--- src/sv/h2b64_pkg.sv ---
package h2b64_pkg;

    localparam int JOBQ_DEPTH = 4;

    localparam logic [1:0] ST_OK       = 2'd0;
    localparam logic [1:0] ST_BAD_HEX  = 2'd1;
    localparam logic [1:0] ST_ODD_LEN  = 2'd2;

    localparam logic [7:0] PAD_CHAR    = 8'h3D;

    typedef struct packed {
        logic [7:0] hex_char;
        logic       end_of_string;
    } t_in_item;

    typedef struct packed {
        logic [7:0] b64_char;
        logic [1:0] status;
        logic       final_char;
    } t_out_item;

    typedef enum logic [1:0] {
        JOB_ERROR,
        JOB_FULL,
        JOB_ONE_BYTE,
        JOB_TWO_BYTES
    } t_job_kind;

    typedef struct packed {
        t_job_kind   kind;
        logic [23:0] word;
        logic [1:0]  status;
        logic        last;
    } t_job;

    function automatic logic [7:0] b64_symbol(input logic [5:0] v);
        logic [7:0] ext;
        logic [7:0] ch;
        ext = {2'b00, v};
        case (v) inside
            [6'd0:6'd25]:  ch = ext + 8'h41;
            [6'd26:6'd51]: ch = ext + 8'h47;
            [6'd52:6'd61]: ch = ext - 8'd4;
            6'd62:         ch = 8'h2B;
            default:       ch = 8'h2F;
        endcase
        return ch;
    endfunction

endpackage

--- src/sv/hex_to_base64_converter_unit.sv ---
// The digit that completes a job writes it into the job queue; the result register
// then loads the job's first character from the queue head.
// Throughput: one hex digit a cycle while the job queue has room; one result a beat.
// A job holds the back end for four characters (one for an error), so short padded
// strings can fill the queue and raise full.
// Reset: synchronous, active low; clears digit and group state, queue and result valid.
module hex_to_base64_converter_unit #(
    parameter int P_JOBQ_DEPTH = h2b64_pkg::JOBQ_DEPTH
) (
    input  logic                 i_clk,
    input  logic                 i_rst_n,
    input  logic                 push,
    output logic                 full,
    input  h2b64_pkg::t_in_item  i_in_item,
    output logic                 empty,
    input  logic                 pop,
    output h2b64_pkg::t_out_item o_out_item
);
    import h2b64_pkg::*;

    logic q_full, q_empty, q_pop, job_push;
    t_job job, head;

    assign full = q_full;

    h2b64_front u_front (
        .i_clk      (i_clk),
        .i_rst_n    (i_rst_n),
        .i_accept   (push && !q_full),
        .i_item     (i_in_item),
        .o_job_push (job_push),
        .o_job      (job)
    );

    h2b64_jobq #(
        .DEPTH (P_JOBQ_DEPTH)
    ) u_jobq (
        .i_clk   (i_clk),
        .i_rst_n (i_rst_n),
        .i_push  (job_push),
        .i_job   (job),
        .o_full  (q_full),
        .i_pop   (q_pop),
        .o_empty (q_empty),
        .o_head  (head)
    );

    h2b64_back u_back (
        .i_clk     (i_clk),
        .i_rst_n   (i_rst_n),
        .i_q_empty (q_empty),
        .i_head    (head),
        .o_q_pop   (q_pop),
        .i_pop     (pop),
        .o_empty   (empty),
        .o_result  (o_out_item)
    );

endmodule

--- src/sv/h2b64_front.sv ---
module h2b64_front (
    input  logic                i_clk,
    input  logic                i_rst_n,
    input  logic                i_accept,
    input  h2b64_pkg::t_in_item i_item,
    output logic                o_job_push,
    output h2b64_pkg::t_job     o_job
);
    import h2b64_pkg::*;

    logic [3:0]  r_high_nibble, n_high_nibble;
    logic        r_nibble_pending, n_nibble_pending;
    logic [15:0] r_group_bytes, n_group_bytes;
    logic [1:0]  r_group_count, n_group_count;
    logic        r_skipping, n_skipping;

    logic [3:0]  digit;
    logic        digit_ok;
    logic [7:0]  byte_val;
    logic        last;

    assign last     = i_item.end_of_string;
    assign byte_val = {r_high_nibble, digit};

    always_comb begin
        digit    = 4'd0;
        digit_ok = 1'b1;
        case (i_item.hex_char) inside
            [8'h30:8'h39]: digit = i_item.hex_char[3:0];
            [8'h41:8'h46],
            [8'h61:8'h66]: digit = i_item.hex_char[3:0] + 4'd9;
            default:       digit_ok = 1'b0;
        endcase
    end

    always_comb begin
        n_high_nibble    = r_high_nibble;
        n_nibble_pending = r_nibble_pending;
        n_group_bytes    = r_group_bytes;
        n_group_count    = r_group_count;
        n_skipping       = r_skipping;
        o_job_push       = 1'b0;
        o_job.kind       = JOB_ERROR;
        o_job.word       = 24'd0;
        o_job.status     = ST_OK;
        o_job.last       = last;
        if (r_skipping) begin
            if (last) n_skipping = 1'b0;
        end else if (!r_nibble_pending && last) begin
            o_job_push       = 1'b1;
            o_job.status     = ST_ODD_LEN;
            n_high_nibble    = 4'd0;
            n_nibble_pending = 1'b0;
            n_group_bytes    = 16'd0;
            n_group_count    = 2'd0;
        end else if (!digit_ok) begin
            o_job_push       = 1'b1;
            o_job.status     = ST_BAD_HEX;
            n_skipping       = !last;
            n_high_nibble    = 4'd0;
            n_nibble_pending = 1'b0;
            n_group_bytes    = 16'd0;
            n_group_count    = 2'd0;
        end else if (!r_nibble_pending) begin
            n_high_nibble    = digit;
            n_nibble_pending = 1'b1;
        end else begin
            n_high_nibble    = 4'd0;
            n_nibble_pending = 1'b0;
            if (r_group_count == 2'd2) begin
                o_job_push    = 1'b1;
                o_job.kind    = JOB_FULL;
                o_job.word    = {r_group_bytes, byte_val};
                n_group_bytes = 16'd0;
                n_group_count = 2'd0;
            end else if (last) begin
                // flush a partial group with padding
                o_job_push    = 1'b1;
                if (r_group_count == 2'd0) begin
                    o_job.kind = JOB_ONE_BYTE;
                    o_job.word = {byte_val, 16'd0};
                end else begin
                    o_job.kind = JOB_TWO_BYTES;
                    o_job.word = {r_group_bytes[7:0], byte_val, 8'd0};
                end
                n_group_bytes = 16'd0;
                n_group_count = 2'd0;
            end else begin
                n_group_bytes = {r_group_bytes[7:0], byte_val};
                n_group_count = r_group_count + 2'd1;
            end
        end
        if (!i_accept) o_job_push = 1'b0;
    end

    always_ff @(posedge i_clk) begin
        if (!i_rst_n) begin
            r_high_nibble    <= 4'd0;
            r_nibble_pending <= 1'b0;
            r_group_bytes    <= 16'd0;
            r_group_count    <= 2'd0;
            r_skipping       <= 1'b0;
        end else if (i_accept) begin
            r_high_nibble    <= n_high_nibble;
            r_nibble_pending <= n_nibble_pending;
            r_group_bytes    <= n_group_bytes;
            r_group_count    <= n_group_count;
            r_skipping       <= n_skipping;
        end
    end

endmodule

--- src/sv/h2b64_jobq.sv ---
module h2b64_jobq #(
    parameter int DEPTH = h2b64_pkg::JOBQ_DEPTH
) (
    input  logic            i_clk,
    input  logic            i_rst_n,
    input  logic            i_push,
    input  h2b64_pkg::t_job i_job,
    output logic            o_full,
    input  logic            i_pop,
    output logic            o_empty,
    output h2b64_pkg::t_job o_head
);
    import h2b64_pkg::*;

    localparam int PW = (DEPTH > 1) ? $clog2(DEPTH) : 1;
    localparam int CW = $clog2(DEPTH + 1);

    t_job          r_mem [DEPTH];
    logic [PW-1:0] r_wr_ptr, r_rd_ptr;
    logic [CW-1:0] r_count;
    logic          do_push, do_pop;

    assign o_full  = (r_count == CW'(DEPTH));
    assign o_empty = (r_count == '0);
    assign o_head  = r_mem[r_rd_ptr];
    assign do_push = i_push && !o_full;
    assign do_pop  = i_pop && !o_empty;

    function automatic logic [PW-1:0] next_ptr(input logic [PW-1:0] p);
        return (p == PW'(DEPTH - 1)) ? '0 : p + PW'(1);
    endfunction

    always_ff @(posedge i_clk) begin
        if (do_push) r_mem[r_wr_ptr] <= i_job;
    end

    always_ff @(posedge i_clk) begin
        if (!i_rst_n) begin
            r_wr_ptr <= '0;
            r_rd_ptr <= '0;
            r_count  <= '0;
        end else begin
            if (do_push) r_wr_ptr <= next_ptr(r_wr_ptr);
            if (do_pop)  r_rd_ptr <= next_ptr(r_rd_ptr);
            if (do_push && !do_pop)      r_count <= r_count + CW'(1);
            else if (do_pop && !do_push) r_count <= r_count - CW'(1);
        end
    end

endmodule

--- src/sv/h2b64_back.sv ---
module h2b64_back (
    input  logic                 i_clk,
    input  logic                 i_rst_n,
    input  logic                 i_q_empty,
    input  h2b64_pkg::t_job      i_head,
    output logic                 o_q_pop,
    input  logic                 i_pop,
    output logic                 o_empty,
    output h2b64_pkg::t_out_item o_result
);
    import h2b64_pkg::*;

    logic [1:0] r_idx;
    logic       r_out_valid;
    t_out_item  r_out, n_out;
    logic [5:0] sextet;
    logic       load, job_done;

    always_comb begin
        case (r_idx)
            2'd0:    sextet = i_head.word[23:18];
            2'd1:    sextet = i_head.word[17:12];
            2'd2:    sextet = i_head.word[11:6];
            default: sextet = i_head.word[5:0];
        endcase
    end

    always_comb begin
        n_out.status     = i_head.status;
        n_out.final_char = 1'b0;
        n_out.b64_char   = b64_symbol(sextet);
        case (i_head.kind)
            JOB_ERROR: begin
                n_out.b64_char   = 8'h00;
                n_out.final_char = 1'b1;
            end
            JOB_FULL: begin
                n_out.final_char = (r_idx == 2'd3) && i_head.last;
            end
            JOB_ONE_BYTE: begin
                if (r_idx[1]) n_out.b64_char = PAD_CHAR;
                n_out.final_char = (r_idx == 2'd3);
            end
            default: begin
                if (r_idx == 2'd3) n_out.b64_char = PAD_CHAR;
                n_out.final_char = (r_idx == 2'd3);
            end
        endcase
    end

    assign job_done = (i_head.kind == JOB_ERROR) || (r_idx == 2'd3);
    assign load     = !i_q_empty && (!r_out_valid || i_pop);
    assign o_q_pop  = load && job_done;
    assign o_empty  = !r_out_valid;
    assign o_result = r_out;

    always_ff @(posedge i_clk) begin
        if (!i_rst_n) begin
            r_out_valid <= 1'b0;
            r_idx       <= 2'd0;
        end else if (load) begin
            r_out       <= n_out;
            r_out_valid <= 1'b1;
            r_idx       <= job_done ? 2'd0 : r_idx + 2'd1;
        end else if (i_pop) begin
            r_out_valid <= 1'b0;
        end
    end

endmodule

--- config.mk ---
export PLATFORM = sky130hd
export DESIGN_NAME = hex_to_base64_converter_unit
export DESIGN_NICKNAME = d
export VERILOG_FILES = /design/src/sv/h2b64_pkg.sv /design/src/sv/hex_to_base64_converter_unit.sv /design/src/sv/h2b64_front.sv /design/src/sv/h2b64_jobq.sv /design/src/sv/h2b64_back.sv
export SDC_FILE = /design/constraint.sdc
export NUM_CORES = 1
export LEC_CHECK = 0
export ABC_AREA = 1
export BUFFER_PORTS_ARGS = -buffer_cell sky130_fd_sc_hd__buf_2
export CAP_MARGIN = 20
export CORE_UTILIZATION = 40
export DETAILED_ROUTE_END_ITERATION = 10
export SETUP_SLACK_MARGIN = 0.4
export SLEW_MARGIN = 40
export SYNTH_ARGS = -nofsm -noshare
export SYNTH_HDL_FRONTEND = slang
export SYNTH_SLANG_ARGS = --single-unit
--- constraint.sdc ---
create_clock -name i_clk -period 2.99 [get_ports i_clk]
set_input_delay 0.4485 -clock i_clk [delete_from_list [all_inputs] [get_ports i_clk]]
set_output_delay 0.4485 -clock i_clk [all_outputs]
set_load 0.005 [all_outputs]
=== Yosys cells after proc, flatten, opt, wreduce, memory -nomap -nowiden ===
Memories as Yosys holds them, arrays and structs flattened. A register that Yosys moved wholly into a read port is not among the register bits.
Index checks and enable logic that the tools add are counted.

* Add/subtract/negate cells: 10
* Equal/unequal tests: 11
* Muxes and demuxes: 60
* Bitwise gates (word level): 1
* Reduce and logical (&&, ||, !) cells: 34
* $lt $le $gt $ge: 12

{| class="wikitable"
|+ Operators with widths
! kind !! number
|-
| 26-bit two-way mux || 5
|-
| 16-bit two-way mux || 5
|-
| 8-bit two-way mux || 5
|-
| 28-bit two-way mux || 1
|-
| 25-bit two-way mux || 1
|-
| 8-bit one-hot mux with 3 select lines || 1
|-
| 2-bit two-way mux || 11
|-
| 1-bit two-way mux || 21
|-
| 4-bit two-way mux || 5
|-
| 6-bit one-hot mux with 3 select lines || 1
|-
| 6-bit by 7-bit adder with 8-bit output, second input constant || 2
|-
| 8-bit by 7-bit >= comparator with 1-bit output, second input constant || 2
|-
| 8-bit by 7-bit less-or-equal comparator with 1-bit output, second input constant || 2
|-
| 1-bit logical AND || 15
|-
| 2-bit equality test, second input constant || 6
|-
| 6-bit less-or-equal comparator, second input constant || 2
|-
| 3-bit two-way mux || 3
|-
| 2-bit by 1-bit adder with 2-bit output, second input constant || 4
|-
| 8-bit by 6-bit >= comparator with 1-bit output, second input constant || 1
|-
| 8-bit by 6-bit less-or-equal comparator with 1-bit output, second input constant || 1
|-
| 1-bit zero test || 7
|-
| 6-bit by 3-bit subtractor with 7-bit output, second input constant || 1
|-
| 6-bit equality test, second input constant || 1
|-
| 6-bit by 1-bit >= comparator with 1-bit output, second input constant || 1
|-
| 18 further kinds || 24
|}

* Output and inout bits: 13
* Register bits: 45
* Memory bits (writable): 116
* Memories kept: 1
* Input bits: 13
* Word-level logic and storage cells: 142

{| class="wikitable"
|+ Memory list
! name !! depth !! bits a word !! rd ports !! clocked after memory_dff !! wr ports !! RTL line !! source
|-
| u_jobq.r_mem || 4 || 29 || 1 || 1 || 1 || h2b64_jobq.sv:18 || <nowiki>t_job r_mem [DEPTH];</nowiki>
|}

=== Longest topological paths before layout ===
* Word-level depth: 14
* Mapped depth: 25
* Mapped depth without buffers: 23

=== Cells and area by module ===
A second synthesis with hierarchy kept.

* Cells, all modules: 818
* Area total of the unflattened synthesis: 8314.2 um^2

{| class="wikitable"
|+ By module, submodules not included
! module !! cells an instance !! seq. area each (um^2) !! instances !! area an instance (um^2)
|-
| h2b64_jobq || 353 || 3663.5 || 1 || 5108.6
|-
| h2b64_front || 255 || 480.5 || 1 || 1798.0
|-
| h2b64_back || 208 || 390.4 || 1 || 1397.6
|-
| hex_to_base64_converter_unit || 2 || 0.0 || 1 || 10.0
|}

=== Least setup slack after synthesis ===
No wires, ideal clock.

* Kind: input to register
* From: input i_in_item[1] in the netlist's numbering
* To: memory u_jobq.r_mem[0][0] in the netlist's numbering, enable pin
* Required time: 2.575 ns
* Path buffers: 0
* Library setup time: 0.415 ns
* Arrival time: 2.794 ns
* Setup slack: -0.219 ns
* Stages on the path: 9
* Cells stage by stage: inv_1 > ha_1 > o21ai_0 > nand2_1 > nand4_1 > nand2_1 > a31oi_1 > inv_1 > nor2_1

* Word-level cells in the longest chain between the ends: 12
* Elaborated cells between the ends (all ways): 19
* Those cells by class: 6 x order compare; 8 x mux; 5 x reduce/logical

{| class="wikitable"
|+ RTL lines
! element !! RTL line !! source
|-
| start, declared || hex_to_base64_converter_unit.sv:14 || <nowiki>input h2b64_pkg::t_in_item i_in_item,</nowiki>
|-
| 8-bit by 7-bit >= comparator with 1-bit output (no line) / 8-bit by 7-bit less-or-equal comparator with 1-bit output (equally long branches) || n/a ||
|-
| 1-bit logical AND (no line) || n/a ||
|-
| 2-bit OR reduction || h2b64_front.sv:28 || <nowiki>case (i_item.hex_char) inside</nowiki>
|-
| 1-bit two-way mux || h2b64_front.sv:28 ||
|-
| 1-bit two-way mux (*) || h2b64_front.sv:28 ||
|-
| 1-bit two-way mux (*) || h2b64_front.sv:56 || <nowiki>end else if (!digit_ok) begin</nowiki>
|-
| 1-bit two-way mux (*) || h2b64_front.sv:49 || <nowiki>end else if (!r_nibble_pending && last) begin</nowiki>
|-
| 1-bit two-way mux (*) || h2b64_front.sv:47 || <nowiki>if (r_skipping) begin</nowiki>
|-
| 1-bit two-way mux (*) || h2b64_front.sv:93 || <nowiki>if (!i_accept) o_job_push = 1'b0;</nowiki>
|-
| 1-bit logical AND (*) || h2b64_jobq.sv:26 || <nowiki>assign do_push = i_push && !o_full;</nowiki>
|-
| net u_jobq.do_push || h2b64_jobq.sv:21 || <nowiki>logic do_push, do_pop;</nowiki>
|-
| 1-bit two-way mux (*) || h2b64_jobq.sv:34 || <nowiki>if (do_push) r_mem[r_wr_ptr] <= i_job;</nowiki>
|-
| 1-bit two-way mux (implied by the code) (*) || h2b64_jobq.sv:34 ||
|-
| end, declared || h2b64_jobq.sv:18 ||
|}

Mark *: on every way through the listed nets, which the timed path passes. The rest lies on a longest branch.

==> results.tsv <==
stage	metric	value	unit
global_routing	grt_use_total	19.4	%
yosys	syn_area_per_cell	9.68	sq um
floorplanning	io_pins	26	
route	ant_nets	0	
yosys	ys_types	48	
power	power_leakage	3.84	nW
finish	diodes	0	
worst_hold_path	hold_class	in -> reg	
floorplanning	die-height	143	um
yosys	yosys_warnings	0	
worst_setup_path	endpoint	u_back.o_result[6]$_DFFE_PP_	
placed_design	place_congestion	0.855	
worst_setup_path	start_kind	register	
placed_design	portBuffers	25	
floorplanning	core_area	0.0194	sq mm
global_routing	grt_first_pass_wirelength	29.3	mm
worst_setup_path	crit_arrival	2870	ps
cts	cts_htree_levels	4	
outcome	status	finished, final reports clean	
worst_setup_path	end_kind	register	
route	drc	0	
power	peakVddDrop	0.000566	V
cts	path_clk_slew	60	ps
worst_setup_path	max_stage_delay	380	ps
sta	timing.final.crit_share	89.6	%
finish	final_common_cell	nand2_1	
global_routing	grt_max_degree	30	
sta	hold_viol_final	0	
route	post_drt_via_cell_ratio	4.95	
cts	clockBufferDepth	2	
cts	cts-root-buf	clkbuf_16	
worst_setup_path	critPathRequiredTime	3180	ps
global_routing	grt_overflow_total	0	
sta	tns	0	ps
cts	cts_tree	yes	
yosys	synthCells	817	
worst_setup_path	r2r_slack	310	ps
finish	drive_gt1_share	22.0	%
yosys	async_reset_ff_share	0	%
power	powerDensity	1160	mW/mm^2
cts	cts_made_buffers	17	
worst_setup_path	reg2reg_depth	23	
finish	fin_nets	935	
sta	fin_skew	5.12	ps
yosys	synth-seq-cells	163	
floorplanning	initial_core_util	40.8	%
route	first_pass_iters	5	
sta	slew_violations	0	
cts	cts.sinks	163	
yosys	syn_area	0.00791	sq mm
worst_setup_path	cp_slowest_cell	dfxtp_4	
floorplanning	fp.dieArea	0.0203	sq mm
global_routing	grt_antenna_before_repair	0	
yosys	yosysSeqAreaShare	57.3	%
worst_setup_path	path_max_fanout	6	
run	max-cap-violations	0	
route	routed_wl	18.5	mm
cts	cts_hold_buf	0	
sta	setup_viol	0	
worst_setup_path	critical-path-top-cell-by-count	nand2_1	
cts	clk_latency	430	ps
sta	clock.fmax	373	MHz
worst_setup_path	r2r_end	u_back.o_result[6]$_DFFE_PP_	
sta	rsz0062_at_grt	true	
yosys	synth_edf_count	127	
finish	final_cell_mix	186 x nand2_1, 127 x edfxtp_1, 93 x inv_1	
worst_setup_path	crit_type	reg -> reg	
route	via_count	5816	
finish	fillers	1785	
floorplanning	die_x	143	um
worst_setup_path	path_cells	buf_12, inv_16, nand2_2, nand3_1, nand2_2, nand2_1, nand2_1, inv_1, nand2_2, nand2_4, buf_6, buf_12, ha_4, inv_1, o22ai_2, buf_4, inv_2, and3_4, nand2_1, nand3_1, nand3_1, nand2_1, inv_1	
sta	slew_headroom	60.0	%
yosys	syn-num-nets	856	
route	drt_first_iter_violations	370	
finish	area_delta_synth_final	22.0	%
global_routing	grt_pass1_vias	5543	
yosys	synthFlopType	edfxtp_1	
floorplanning	num_rows	51	
sta	fin_crit	2680	ps
sta	tightest_slew	596	ps
placed_design	hpwl	11.9	mm
route	wire_per_inst	15.8	um
finish	final_core_util	49.7	%
## final cells by class
class	instances	area, sq um	share of cell area [%]
Sequential cell	163	4540	47.1
Multi-Input combinational cell	514	3000	31.1
Timing Repair Buffer	84	753	7.81
Clock buffer	22	454	4.71
Inverter	113	445	4.62
Tap cell	265	332	3.44
Clock inverter	10	85.1	0.882
Timing Repair inverter	3	42.5	0.441
## Yosys cell counts, types with 2 or more instances
master | instances | area, sq um
a211oi_1 | 3 | 22.5
a21oi_1 | 19 | 95.1
a221oi_1 | 5 | 43.8
a22o_1 | 2 | 17.5
a31oi_1 | 5 | 31.3
buf_2 | 7 | 35.0
buf_4 | 8 | 60.1
buf_6 | 7 | 78.8
clkbuf_1 | 5 | 18.8
dfxtp_1 | 36 | 721
edfxtp_1 | 127 | 3810
ha_1 | 25 | 313
inv_1 | 103 | 387
inv_2 | 8 | 30.0
nand2_1 | 194 | 728
nand2_2 | 4 | 25.0
nand2_4 | 2 | 22.5
nand3_1 | 68 | 340
nand3_2 | 7 | 70.1
nand4_1 | 3 | 18.8
nor2_1 | 65 | 244
nor2_2 | 5 | 31.3
nor2_4 | 6 | 67.6
nor3_1 | 4 | 20.0
o21ai_0 | 32 | 160
o21ai_1 | 11 | 55.1
o22ai_1 | 27 | 169
o31ai_1 | 5 | 37.5
xor2_1 | 5 | 43.8
## kinds of logic after synthesis
logic type               synth area share [%]
flip-flops                               57.3
XOR/XNOR                                0.664
adder cells (fa/ha/maj)                  4.21
AO/OA/AOI/OAI                            9.16
AND/OR/NAND/NOR                          20.8
buffers and inverters                    7.86
## what timing repair did
| item | in CTS | in global routing |
|---|---|---|
| gates cloned | 4 | 1 |
| pin swaps | 16 | 16 |
| endpoints found under the setup margin | 8 | 9 |
| buffers inserted | 21 | 9 |
| gates resized for setup | 50 | 30 |
| hold endpoints to repair | 0 | 0 |
## worst min path at each step
stage,start,end,slack [ps],depth (start not counted)
floorplan,u_front.r_group_bytes[12]$_SDFFE_PN0P_,u_front.r_group_bytes[12]$_SDFFE_PN0P_,450,2
global placement,u_front.r_group_bytes[9]$_SDFFE_PN0P_,u_front.r_group_bytes[9]$_SDFFE_PN0P_,470,2
detailed placement,u_front.r_group_bytes[12]$_SDFFE_PN0P_,u_front.r_group_bytes[12]$_SDFFE_PN0P_,470,2
CTS,pop,u_back.r_out_valid$_SDFFE_PN0P_,350,4
global route,i_in_item[0],u_jobq.r_mem[2][0]$_DFFE_PP_,370,1
finish,i_in_item[0],u_jobq.r_mem[2][0]$_DFFE_PP_,360,1
## per-layer routing
| layer | wire length (um) | track usage (%) | part of all wire [%] |
|---|---|---|---|
| met5 | 0 | 0 | 0 |
| met4 | 303 | 8.26 | 1.6 |
| met3 | 833 | 3.42 | 4.5 |
| met2 | 9140 | 32.5 | 49 |
| met1 | 8230 | 24.7 | 44 |
## state kept, by name, indices dropped and copies added (netlist names), named ones only
register / cells
u_jobq.r_mem: 116
u_back.r_idx: 2
u_front.r_nibble_pending: 1
u_back.o_result: 11
u_jobq.r_wr_ptr: 2
u_front.r_high_nibble: 4
u_jobq.r_count: 3
u_front.r_skipping: 1
u_jobq.r_rd_ptr: 2
u_back.r_out_valid: 1
u_front.r_group_bytes: 16
u_front.r_group_count: 2
## report_power, final
| part | total, mW | internal, mW | switching, mW |
|---|---|---|---|
| Clock | 2.01 | 1.16 | 0.851 |
| Combinational | 6.26 | 2.60 | 3.66 |
| Sequential | 2.96 | 2.84 | 0.124 |
## through the flow
step	hold slack, ps	total power [mW]	instance area (sq um)	setup slack, ps	std cells
final	357	11.2	9650	312	1174
after global routing	375	12.0	9650	146	1174
after CTS	353	10.6	9440	386	1164
after floorplan	445	6.51	7930	229	817
after global placement	469	7.62	8480	179	1107
after detailed placement	471	7.64	8480	155	1107
## critical path: cells and delay by family (launching register included)
kind	cells	cell delay, ps
compound gates	1	90
fa+ha+maj	1	160
buf+inv	9	870
flops	1	380
simple gates	12	940
Note: power is estimated with default switching activity, not from simulation.
